==> src/sv/mmp_pkg.sv <==
package mmp_pkg;

  localparam int unsigned ExpBits   = 63;
  localparam int unsigned ExpIdxW   = $clog2(ExpBits);
  localparam int unsigned EntryW    = 30;
  localparam int unsigned CfgIdxW   = 2;
  localparam logic [29:0] PrimeMod  = 30'd1000000007;
  // floor(2^61 / P), the reciprocal used to estimate the quotient of a product.
  localparam logic [31:0] BarrettM  = 32'd2305842993;

  localparam logic [CfgIdxW-1:0] RegEntry00 = 2'd0;
  localparam logic [CfgIdxW-1:0] RegEntry01 = 2'd1;
  localparam logic [CfgIdxW-1:0] RegEntry10 = 2'd2;
  localparam logic [CfgIdxW-1:0] RegEntry11 = 2'd3;

  typedef logic [EntryW-1:0] res_t;

  // Request to the shared multiply-accumulate unit: s = (acc + a * b) mod P.
  typedef struct packed {
    logic start;
    res_t a;
    res_t b;
    res_t acc;
  } mac_req_t;

  typedef struct packed {
    logic done;
    res_t sum;
  } mac_rsp_t;

endpackage

==> src/sv/mmp_if.sv <==
interface mmp_exp_if;
  logic                       valid;
  logic                       ready;
  logic [mmp_pkg::ExpBits-1:0] exponent;
  modport source (output valid, output exponent, input ready);
  modport sink   (input valid, input exponent, output ready);
endinterface

interface mmp_res_if;
  logic                      valid;
  logic                      ready;
  logic [mmp_pkg::EntryW-1:0] result;
  modport source (output valid, output result, input ready);
  modport sink   (input valid, input result, output ready);
endinterface

==> src/sv/mmp_mac.sv <==
module mmp_mac
  import mmp_pkg::*;
(
  input  logic     clk_i,
  input  logic     rst_ni,
  input  mac_req_t req_i,
  output mac_rsp_t rsp_o
);

  // One operation: multiply, estimate the quotient by P with a reciprocal
  // multiply, subtract the quotient times P, correct by at most two P, then
  // add the accumulator and subtract once. One multiplier serves all steps.
  typedef enum logic [2:0] {MacIdle, MacMul, MacQuo, MacRem, MacFix, MacAdd} mac_state_e;

  mac_state_e  state_q;
  logic [59:0] prod_q;
  logic [30:0] quo_q;
  logic [31:0] rem_q;
  res_t        red_q;
  res_t        acc_q;
  res_t        b_q;
  res_t        a_q;
  logic        done_q;
  res_t        sum_q;

  logic [31:0] mul_a;
  logic [31:0] mul_b;
  logic [62:0] mul_p;
  logic [31:0] rem_m1;
  logic [31:0] rem_m2;
  res_t        red_d;
  logic [30:0] add_s;

  always_comb begin
    mul_a = '0;
    mul_b = '0;
    case (state_q)
      MacMul: begin
        mul_a = {2'b00, a_q};
        mul_b = {2'b00, b_q};
      end
      MacQuo: begin
        mul_a = {1'b0, prod_q[59:29]};
        mul_b = BarrettM;
      end
      MacRem: begin
        mul_a = {1'b0, quo_q};
        mul_b = {2'b00, PrimeMod};
      end
      default: ;
    endcase
  end

  assign mul_p = 63'(mul_a) * 63'(mul_b);

  // The quotient estimate is at most two below the true one, so the remainder
  // is below 3P and fits in 32 bits.
  assign rem_m1 = rem_q - {2'b00, PrimeMod};
  assign rem_m2 = rem_q - {1'b0, PrimeMod, 1'b0};
  assign red_d  = (rem_q >= {1'b0, PrimeMod, 1'b0}) ? rem_m2[29:0] :
                  (rem_q >= {2'b00, PrimeMod})      ? rem_m1[29:0] : rem_q[29:0];
  assign add_s  = {1'b0, red_q} + {1'b0, acc_q};

  always_ff @(posedge clk_i or negedge rst_ni) begin
    if (!rst_ni) begin
      state_q <= MacIdle;
      done_q  <= 1'b0;
    end else begin
      done_q <= 1'b0;
      case (state_q)
        MacIdle: begin
          if (req_i.start) begin
            a_q     <= req_i.a;
            b_q     <= req_i.b;
            acc_q   <= req_i.acc;
            state_q <= MacMul;
          end
        end
        MacMul: begin
          prod_q  <= mul_p[59:0];
          state_q <= MacQuo;
        end
        MacQuo: begin
          quo_q   <= mul_p[62:32];
          state_q <= MacRem;
        end
        MacRem: begin
          rem_q   <= prod_q[31:0] - mul_p[31:0];
          state_q <= MacFix;
        end
        MacFix: begin
          red_q   <= red_d;
          state_q <= MacAdd;
        end
        MacAdd: begin
          sum_q   <= (add_s >= {1'b0, PrimeMod}) ? 30'(add_s - {1'b0, PrimeMod})
                                                 : add_s[29:0];
          done_q  <= 1'b1;
          state_q <= MacIdle;
        end
        default: state_q <= MacIdle;
      endcase
    end
  end

  assign rsp_o.done = done_q;
  assign rsp_o.sum  = sum_q;

  a_done_after_add: assert property (@(posedge clk_i) disable iff (!rst_ni)
    state_q == MacAdd |=> done_q) else $error("mac done missing");
  a_sum_reduced: assert property (@(posedge clk_i) disable iff (!rst_ni)
    done_q |-> sum_q < PrimeMod) else $error("mac sum not reduced");
  a_red_range: assert property (@(posedge clk_i) disable iff (!rst_ni)
    state_q == MacAdd |-> red_q < PrimeMod) else $error("mac remainder not reduced");

endmodule

==> src/sv/mod_matrix_power_2x2_top.sv <==
// A request is served by passes through the shared multiply-reduce unit, from the
// accepting edge to a valid result: 4 passes reduce the entries, each of the 63
// squarings and each multiply for a set bit takes 8 passes, and 1 pass forms the
// top row sum.
// Throughput: one request at a time; the next is taken in the cycle after the result left.
// Reset (rst_ni low, asynchronous) loads the matrix entries 2, 1, 0, 4 and idles.
module mod_matrix_power_2x2_top
  import mmp_pkg::*;
(
  input  logic                clk_i,
  input  logic                rst_ni,
  input  logic                cfg_we_i,
  input  logic [CfgIdxW-1:0]  cfg_idx_i,
  input  logic [EntryW-1:0]   cfg_data_i,
  mmp_exp_if.sink             in_if,
  mmp_res_if.source           out_if
);

  typedef enum logic [2:0] {
    StIdle, StPrep, StIssue, StWait, StFinish, StFinWait, StOut
  } top_state_e;

  top_state_e state_q;
  res_t cfg_q [4];
  res_t base_q [4];
  res_t acc_q [4];
  res_t tmp_q [4];
  logic [ExpBits-1:0] exp_q;
  logic [ExpIdxW-1:0] bit_q;
  logic mulb_q;   // 0: squaring pass, 1: multiply by base
  logic [2:0] op_q;  // entry (2 bits) and term (1 bit)
  logic [1:0] prep_q;
  logic prep_done_q;
  res_t res_q;

  mac_req_t req;
  mac_rsp_t rsp;

  always_comb begin
    req.start = 1'b0;
    req.a     = acc_q[{op_q[2], op_q[0]}];
    req.b     = mulb_q ? base_q[{op_q[0], op_q[1]}] : acc_q[{op_q[0], op_q[1]}];
    req.acc   = op_q[0] ? tmp_q[op_q[2:1]] : '0;
    case (state_q)
      // Reduce each entry modulo P by passing it through the unit times one.
      StPrep: begin
        req.start = 1'b1;
        req.a     = cfg_q[prep_q];
        req.b     = res_t'(1);
        req.acc   = '0;
      end
      StIssue: req.start = 1'b1;
      StFinish: begin
        req.start = 1'b1;
        req.a     = acc_q[0];
        req.b     = res_t'(1);
        req.acc   = acc_q[1];
      end
      default: ;
    endcase
  end

  mmp_mac u_mac (.clk_i(clk_i), .rst_ni(rst_ni), .req_i(req), .rsp_o(rsp));

  always_ff @(posedge clk_i or negedge rst_ni) begin
    if (!rst_ni) begin
      state_q     <= StIdle;
      cfg_q[0]    <= res_t'(2);
      cfg_q[1]    <= res_t'(1);
      cfg_q[2]    <= res_t'(0);
      cfg_q[3]    <= res_t'(4);
      bit_q       <= '0;
      mulb_q      <= 1'b0;
      op_q        <= '0;
      prep_q      <= '0;
      prep_done_q <= 1'b0;
    end else begin
      if (cfg_we_i) begin
        case (cfg_idx_i)
          RegEntry00: cfg_q[0] <= cfg_data_i;
          RegEntry01: cfg_q[1] <= cfg_data_i;
          RegEntry10: cfg_q[2] <= cfg_data_i;
          RegEntry11: cfg_q[3] <= cfg_data_i;
          default: ;
        endcase
      end
      case (state_q)
        StIdle: begin
          if (in_if.valid) begin
            exp_q       <= in_if.exponent;
            acc_q[0]    <= res_t'(1);
            acc_q[1]    <= '0;
            acc_q[2]    <= '0;
            acc_q[3]    <= res_t'(1);
            prep_q      <= '0;
            prep_done_q <= 1'b0;
            bit_q       <= ExpIdxW'(ExpBits - 1);
            mulb_q      <= 1'b0;
            op_q        <= '0;
            state_q     <= StPrep;
          end
        end
        StPrep: state_q <= StWait;
        StIssue: state_q <= StWait;
        StWait: begin
          if (rsp.done) begin
            if (!prep_done_q) begin
              base_q[prep_q] <= rsp.sum;
              prep_q <= prep_q + 2'd1;
              if (prep_q == 2'd3) begin
                prep_done_q <= 1'b1;
                state_q     <= StIssue;
              end else begin
                state_q <= StPrep;
              end
            end else begin
              tmp_q[op_q[2:1]] <= rsp.sum;
              op_q <= op_q + 3'd1;
              if (op_q != 3'd7) begin
                state_q <= StIssue;
              end else begin
                acc_q[0] <= tmp_q[0];
                acc_q[1] <= tmp_q[1];
                acc_q[2] <= tmp_q[2];
                acc_q[3] <= rsp.sum;
                if (!mulb_q && exp_q[bit_q]) begin
                  mulb_q  <= 1'b1;
                  state_q <= StIssue;
                end else begin
                  mulb_q <= 1'b0;
                  if (bit_q == '0) begin
                    state_q <= StFinish;
                  end else begin
                    bit_q   <= bit_q - ExpIdxW'(1);
                    state_q <= StIssue;
                  end
                end
              end
            end
          end
        end
        StFinish: state_q <= StFinWait;
        StFinWait: begin
          if (rsp.done) begin
            res_q   <= rsp.sum;
            state_q <= StOut;
          end
        end
        StOut: begin
          if (out_if.ready) begin
            state_q <= StIdle;
          end
        end
        default: state_q <= StIdle;
      endcase
    end
  end

  assign in_if.ready   = (state_q == StIdle);
  assign out_if.valid  = (state_q == StOut);
  assign out_if.result = res_q;

  a_no_accept_busy: assert property (@(posedge clk_i) disable iff (!rst_ni)
    out_if.valid |-> !in_if.ready) else $error("accept while result pending");
  a_out_reduced: assert property (@(posedge clk_i) disable iff (!rst_ni)
    out_if.valid |-> out_if.result < PrimeMod) else $error("result not reduced");
  a_idle_after_out: assert property (@(posedge clk_i) disable iff (!rst_ni)
    out_if.valid && out_if.ready |=> in_if.ready) else $error("no return to idle");

endmodule
==> src/flat_wrapper.sv <==
// flat-port wrapper written by rule: the top's interface ports become plain ports
module mod_matrix_power_2x2_top_flat import mmp_pkg::*;
  (clk_i, rst_ni, cfg_we_i, cfg_idx_i, cfg_data_i, in_if_valid, in_if_exponent, in_if_ready, out_if_valid, out_if_result, out_if_ready);
  mmp_exp_if in_if_i ();
  mmp_res_if out_if_i ();
  input  logic clk_i;
  input  logic rst_ni;
  input  logic cfg_we_i;
  input  logic [CfgIdxW-1:0] cfg_idx_i;
  input  logic [EntryW-1:0] cfg_data_i;
  input wire logic [$bits(in_if_i.valid)-1:0] in_if_valid;
  input wire logic [$bits(in_if_i.exponent)-1:0] in_if_exponent;
  output wire logic [$bits(in_if_i.ready)-1:0] in_if_ready;
  output wire logic [$bits(out_if_i.valid)-1:0] out_if_valid;
  output wire logic [$bits(out_if_i.result)-1:0] out_if_result;
  input wire logic [$bits(out_if_i.ready)-1:0] out_if_ready;
  assign in_if_i.valid = in_if_valid;
  assign in_if_i.exponent = in_if_exponent;
  assign in_if_ready = in_if_i.ready;
  assign out_if_valid = out_if_i.valid;
  assign out_if_result = out_if_i.result;
  assign out_if_i.ready = out_if_ready;
  mod_matrix_power_2x2_top u_core (.clk_i(clk_i), .rst_ni(rst_ni), .cfg_we_i(cfg_we_i), .cfg_idx_i(cfg_idx_i), .cfg_data_i(cfg_data_i), .in_if(in_if_i), .out_if(out_if_i));
endmodule
==> config.mk <==
export PLATFORM = sky130hd
export DESIGN_NAME = mod_matrix_power_2x2_top_flat
export DESIGN_NICKNAME = d
export VERILOG_FILES = /design/src/sv/mmp_pkg.sv /design/src/sv/mmp_if.sv /design/src/sv/mmp_mac.sv /design/src/sv/mod_matrix_power_2x2_top.sv /design/src/flat_wrapper.sv
export SDC_FILE = /design/constraint.sdc
export NUM_CORES = 2
export LEC_CHECK = 0
export ABC_AREA = 1
export BUFFER_PORTS_ARGS = -buffer_cell sky130_fd_sc_hd__buf_2
export CAP_MARGIN = 40
export CORE_MARGIN = 3
export CORE_UTILIZATION = 50
export DETAILED_ROUTE_END_ITERATION = 8
export PLACE_DENSITY = 0.66
export SYNTH_ARGS = -nofsm -noshare
export SYNTH_HDL_FRONTEND = slang
export SYNTH_SLANG_ARGS = --single-unit
export TNS_END_PERCENT = 100
==> constraint.sdc <==
create_clock -name clk_i -period 21.7 [get_ports clk_i]
set_input_delay 4.34 -clock clk_i [delete_from_list [all_inputs] [get_ports clk_i]]
set_output_delay 4.34 -clock clk_i [all_outputs]
set_load 0.02 [all_outputs]
### Yosys cells after proc, flatten, opt, wreduce, memory -nomap -nowiden

Memories as Yosys holds them, arrays and structs flattened.
Index checks and enable logic that the tools add are counted.

* multipliers: 1
* order comparisons: 5
* multiplexer cells: 72
* reductions and logical operators: 31
* bitwise logic cells: 5
* equal/unequal tests: 26
* add/sub/neg operators: 8

Operator list (number)
* $mux W30: 11
* $pmux W90 S2: 1
* $pmux W32 S3: 1
* $pmux W31 S3: 1
* $sub A30 B30 Y30 const B: 3
* $mul A31 B32 Y63: 1
* $bmux W30 S2: 1
* $mux W3: 12
* $mux W6: 6
* $ge A32 B30 Y1 const B: 1
* $ge A32 B31 Y1 const B: 1
* $sub A32 B32 Y32: 1
* $add A30 B30 Y31: 1
* $ge A31 B30 Y1 const B: 1
* $mux W1: 27
* $pmux W3 S6: 1
* $reduce_and A2 Y1: 9
* $eq A3 B3 Y1 const B: 5
* $pmux W3 S5: 1
* $ne A2 B2 Y1 const B: 7
* $eq A3 B2 Y1 const B: 4
* $pmux W6 S2: 1
* $reduce_and A3 Y1: 4
* $reduce_and A4 Y1: 3
* other kinds (27): 44

* input port bits: 100
* logic and storage cells: 173
* memories kept: 3
* output and inout port bits: 32
* memory bits (writable): 360
* bits in registers: 506

Memories
* u_core.acc_q: words 4, bits a word 30, rd ports 4, clocked after Yosys merged registers in 0, write ports 4, line mod_matrix_power_2x2_top.sv:26 `res_t acc_q [4];`
* u_core.base_q: words 4, bits a word 30, rd ports 1, clocked after Yosys merged registers in 0, write ports 1, line mod_matrix_power_2x2_top.sv:25 `res_t base_q [4];`
* u_core.tmp_q: words 4, bits a word 30, rd ports 4, clocked after Yosys merged registers in 0, write ports 1, line mod_matrix_power_2x2_top.sv:27 `res_t tmp_q [4];`

### Logic depth before layout (Yosys ltp)

* depth in word-level cells: 8
* gate-level depth with buffers: 48
* mapped depth without buffers: 46

### By module

A second synthesis with hierarchy kept.

* cell total of the unflattened synthesis: 8117
* area total of the unflattened synthesis: 73113.9 um^2

By module, submodules not included
* mmp_mac: area an instance 46644.7 um^2, instances 1, seq. area each 8298.0 um^2, cells each 5610
* mod_matrix_power_2x2_top: area an instance 26469.1 um^2, instances 1, seq. area each 17010.1 um^2, cells each 2507

### Worst setup path before layout

No wires, ideal clock.

* kind: input-to-reg
* from: input port rst_ni
* to: memory u_core.acc_q[0][0] (netlist name) (enable)
* path slack: 8.079 ns
* required time: 20.935 ns
* data arrival time: 12.856 ns
* library setup time: 0.765 ns
* path buffers: 0
* cell stages on the path: 2
* path through: inv_1 > o21ai_0

RTL lines
* start, declared: line flat_wrapper.sv:7 `input logic rst_ni;`
* end, declared: line mod_matrix_power_2x2_top.sv:26

### Worst setup path after layout

* from: register u_core.u_mac.state_q[1]
* to: register u_core.u_mac.rem_q[31], data pin

* word-level cells in the longest chain between the ends: 4
* elaborated cells on any way between the ends: 7
* classes of those cells: add/sub: 1; mul: 1; eq/ne: 3; mux: 2

Ends and longest elaborated chain
* start, declared: line mmp_mac.sv:15 `mac_state_e state_q;`
* start signal, assigned: line mmp_mac.sv:66 `state_q <= MacIdle;`
* start signal, assigned: line mmp_mac.sv:76 `state_q <= MacMul;`
* start signal, assigned: line mmp_mac.sv:81 `state_q <= MacQuo;`
* $eq A3 B2 Y1 or $eq A3 B1 Y1 (tied branches): line mmp_mac.sv:37 `case (state_q)`
* $pmux W31 S3 or $pmux W32 S3 (tied branches): line mmp_mac.sv:37
* $mul A31 B32 Y63 *: line mmp_mac.sv:54 `assign mul_p = 63'(mul_a) * 63'(mul_b);`
* named net u_core.u_mac.mul_p[30]: line mmp_mac.sv:28 `logic [62:0] mul_p;`
* $sub A32 B32 Y32 *: line mmp_mac.sv:88 `rem_q <= prod_q[31:0] - mul_p[31:0];`
* end signal, assigned: line mmp_mac.sv:88
* end, declared: line mmp_mac.sv:18 `logic [31:0] rem_q;`

The timed path passes the listed nets; every way through them passes the cells marked *.
A chain may end at the register's enable or synchronous reset.

==> impl_metrics.env <==
export IMPL_synthMuxAreaShare_pct=0.0288
export IMPL_postSynthAreaPerCell_sq_um=8.75
export IMPL_cts_setup_buffers=0
export IMPL_critPathMaxStageDelay_ns=0.54
export IMPL_synth_common_cells="nand2_1 (2074), inv_1 (1797), fa_1 (838), edfxtp_1 (726), nor2_1 (574)"
export IMPL_p_sw_mw=0.760
export IMPL_firstDrtPassIters=5
export IMPL_globalRouteTotalUtil_pct=28.8
export IMPL_ctsResizeCount=0
export IMPL_setup_viol=0
export IMPL_htreeDepth=3
export IMPL_syn_instance_count=8445
export IMPL_cts_tree="done"
export IMPL_root_buffer="clkbuf_16"
export IMPL_grt_pass1_vias=58385
export IMPL_slew_violations=0
export IMPL_peakVddDrop_mv=0.0746
export IMPL_synth_top_family_by_area="adder cells"
export IMPL_drcViolationCount=0
export IMPL_synth_top_area_share_pct=29.5
export IMPL_crit_type="flop to flop"
export IMPL_ys_seq_area_share_pct=34.3
export IMPL_yosys_warnings=0
export IMPL_io_buffers=131
export IMPL_wl_mm=216
export IMPL_grt_use_met1_pct=37.5
export IMPL_antenna_found_initial=10
export IMPL_internal_power_mw=2.78
export IMPL_nNetsFinal=9687
export IMPL_hpwl_mm=162
export IMPL_synth_seq_cells=866
export IMPL_finClkSkew_ns=0.0500
export IMPL_die_area_sq_um=152000
export IMPL_synth_compound_area_share_pct=8.15
export IMPL_p_total_mw=3.54
export IMPL_final_setup_tns_ns=0
export IMPL_synth_ff_type="edfxtp_1"
export IMPL_synth_cell_type_count=61
export IMPL_min_period_ns=10.24
export IMPL_yosys_area_top_type="edfxtp_1"
export IMPL_die_h_microns=390
export IMPL_fin_crit_sh_pct=47.2
export IMPL_crit_path_end_kind="flop"
export IMPL_hold_viol=0
export IMPL_netSwitchingFraction_pct=21.5
export IMPL_path_clk_slew_ns=0.07
export IMPL_grt_start_max_net_pins=92
export IMPL_coreArea_sq_um=146000
export IMPL_required_ns=22.14
export IMPL_cts_buffer_depth=3
export IMPL_pin_count=132
export IMPL_synth_most_common_cell="nand2_1"
export IMPL_worstPathArrival_ns=10.68
export IMPL_synth_edf_count=726
export IMPL_via_count=56631
export IMPL_synth_async_reset_ratio_pct=16.2
export IMPL_grtUsageMet3_pct=3.98
export IMPL_grt_pass1_wl_mm=338
export IMPL_synthAdderAreaFrac_pct=28.3
export IMPL_use_met2_pct=48.2
export IMPL_rsz0062_at_grt="no"
export IMPL_powerDensity_nw_per_um2=44.3
export IMPL_clkPwrFrac_pct=45.9
export IMPL_cts_inserted_buffers=89
export IMPL_power_frac_seq_pct=51.9
export IMPL_synth_simple_area_share_pct=16.5
export IMPL_start_util_pct=50.5
export IMPL_numClockSinks=866
export IMPL_drt_iter0_markers=4613
export IMPL_status="completed"
export IMPL_p_leak_nw=38.0
export IMPL_slew_headroom_pct=38.5
export IMPL_hold_buffers=0
export IMPL_hold_class="flop to flop"
export IMPL_post_drt_wl_per_cell_microns=20.8
export IMPL_dieWidth_microns=390
export IMPL_tightestPinTransition_ns=0.923
export IMPL_place_congestion=0.997
export IMPL_maxCapViolCount=0
export IMPL_crit_top_cell="inv_1"
export IMPL_synthTopCellsByArea="edfxtp_1 (30%), fa_1 (23%), nand2_1 (11%)"
export IMPL_fmax_mhz=97.6
export IMPL_drive_gt1_share_pct=6.22
export IMPL_cp_slowest_cell="fa_1"
export IMPL_rows=140
export IMPL_cp_max_fo=24
export IMPL_busiest_layer="met2"
export IMPL_synth_xor_area_share_pct=1.36
export IMPL_drt_antenna_violating_nets=0
export IMPL_clkLatencyLatePin_ns=0.70
export IMPL_synthToLayoutAreaGrowth_pct=8.07
export IMPL_syn_cell_area_sq_um=73900
export IMPL_viasPerCell=5.44
export IMPL_critPathLaunchType="flop"
export IMPL_p_comb_share_pct=2.2
export IMPL_grt_overflow=0
[cell families after synthesis]
group | Yosys count
AOI/OAI and AO/OA | 1040
muxes | 2
adders and majority gates | 1169
xor gates and xnor gates | 115
DFF | 866
and+or+nand+nor | 3053
other | 2
buffers and inverters | 2198
[flip-flops by register name, summed over array words and instances (netlist names)]
register,cells
u_core.mulb_q,1
u_core.bit_q,6
u_core.tmp_q,120
u_core.u_mac.sum_q,30
u_core.u_mac.acc_q,30
u_core.op_q,3
u_core.prep_done_q,1
u_core.u_mac.quo_q,31
u_core.u_mac.done_q,1
u_core.u_mac.red_q,30
u_core.u_mac.rem_q,32
u_core.u_mac.a_q,30
u_core.u_mac.state_q,3
u_core.exp_q,63
u_core.out_if.result,30
u_core.state_q,3
u_core.acc_q,120
u_core.u_mac.prod_q,60
u_core.cfg_q,120
u_core.prep_q,2
u_core.base_q,120
u_core.u_mac.b_q,30
[routing by layer]
metal | vias up | part of all wire (%)
met1 | 27998 | 40
met3 | 394 | 7.0
met5 | - | 0.047
met4 | 14 | 4.9
met2 | 2084 | 48
li1 | 26141 | -
[worst max-delay path, delay by kind of cell, from the launching register on]
family          cells  cell delay, ns
flops               1            0.44
buf+inv            15            2.01
compound gates      6            1.42
xor+xnor            1            0.23
fa+ha+maj          10            4.57
simple gates       13            1.30
[worst paths after layout]
check                                               startpoint                          endpoint  slack (ns)  cells past startpoint
max in group asynchronous                               rst_ni      u_core.cfg_q[10]$_DFFE_PN0P_       17.21                      2
setup reg to reg           u_core.u_mac.state_q[1]$_DFFE_PN0P_  u_core.u_mac.rem_q[31]$_DFFE_PP_       11.46                     45
hold reg to reg                   u_core.cfg_q[64]$_DFFE_PN0P_      u_core.cfg_q[64]$_DFFE_PN0P_        0.48                      2
min in group asynchronous                               rst_ni      u_core.cfg_q[84]$_DFFE_PN0P_        3.48                      1
setup / recovery           u_core.u_mac.state_q[1]$_DFFE_PN0P_  u_core.u_mac.rem_q[31]$_DFFE_PP_       11.46                     45
hold / removal                    u_core.cfg_q[64]$_DFFE_PN0P_      u_core.cfg_q[64]$_DFFE_PN0P_        0.48                      2
[cells in the final DEF (no fill, tap or decap), types with 30 or more instances in the layout]
master     instances
nand2_1         2067
inv_1           1795
fa_1             838
edfxtp_1         726
nor2_1           549
o21ai_0          490
ha_1             331
nand3_1          245
a21oi_1          204
dfrtp_1          133
buf_2            130
o22ai_1          118
buf_4            111
clkbuf_16         90
xor2_1            79
o211ai_1          52
nor3_1            46
xnor2_1           36
a31oi_1           35
nand4_1           34
nor2_2            32
a311oi_1          30
[per-stage QoR]
step	hold slack [ns]	instances	setup slack (ns)	util [%]	cell area (sq um)
floorplan	0.448	8450	8.08	-	73900
global placement	0.462	10229	11.22	52.2	76400
detailed placement	0.469	10244	11.52	52.4	76700
CTS	0.484	10409	11.47	54.6	79800
global route	0.496	10410	10.70	54.6	79800
finish	0.483	10412	11.46	54.6	79800
[layout make-up]
| cell class | count | area, sq um |
|---|---|---|
| clock buffers | 102 | 2320 |
| multi-input cells | 5386 | 40300 |
| flip-flops and latches | 866 | 25300 |
| diodes | 3 | 7.51 |
| clock inverters | 63 | 787 |
| inverters | 1818 | 6830 |
| repair buffers | 257 | 1830 |
| well taps | 1917 | 2400 |
| fillers | 13264 | 66400 |
[power groups by stage]
stage	Clock, mW	Combinational, mW	Sequential, mW
after floorplan	0	0.0481	1.87
after global placement	0	0.0751	1.87
after detailed placement	0	0.0791	1.87
after CTS	1.65	0.0798	1.84
after global routing	1.71	0.0926	1.84
final	1.62	0.0786	1.84
(Power assumes the default switching activity.)
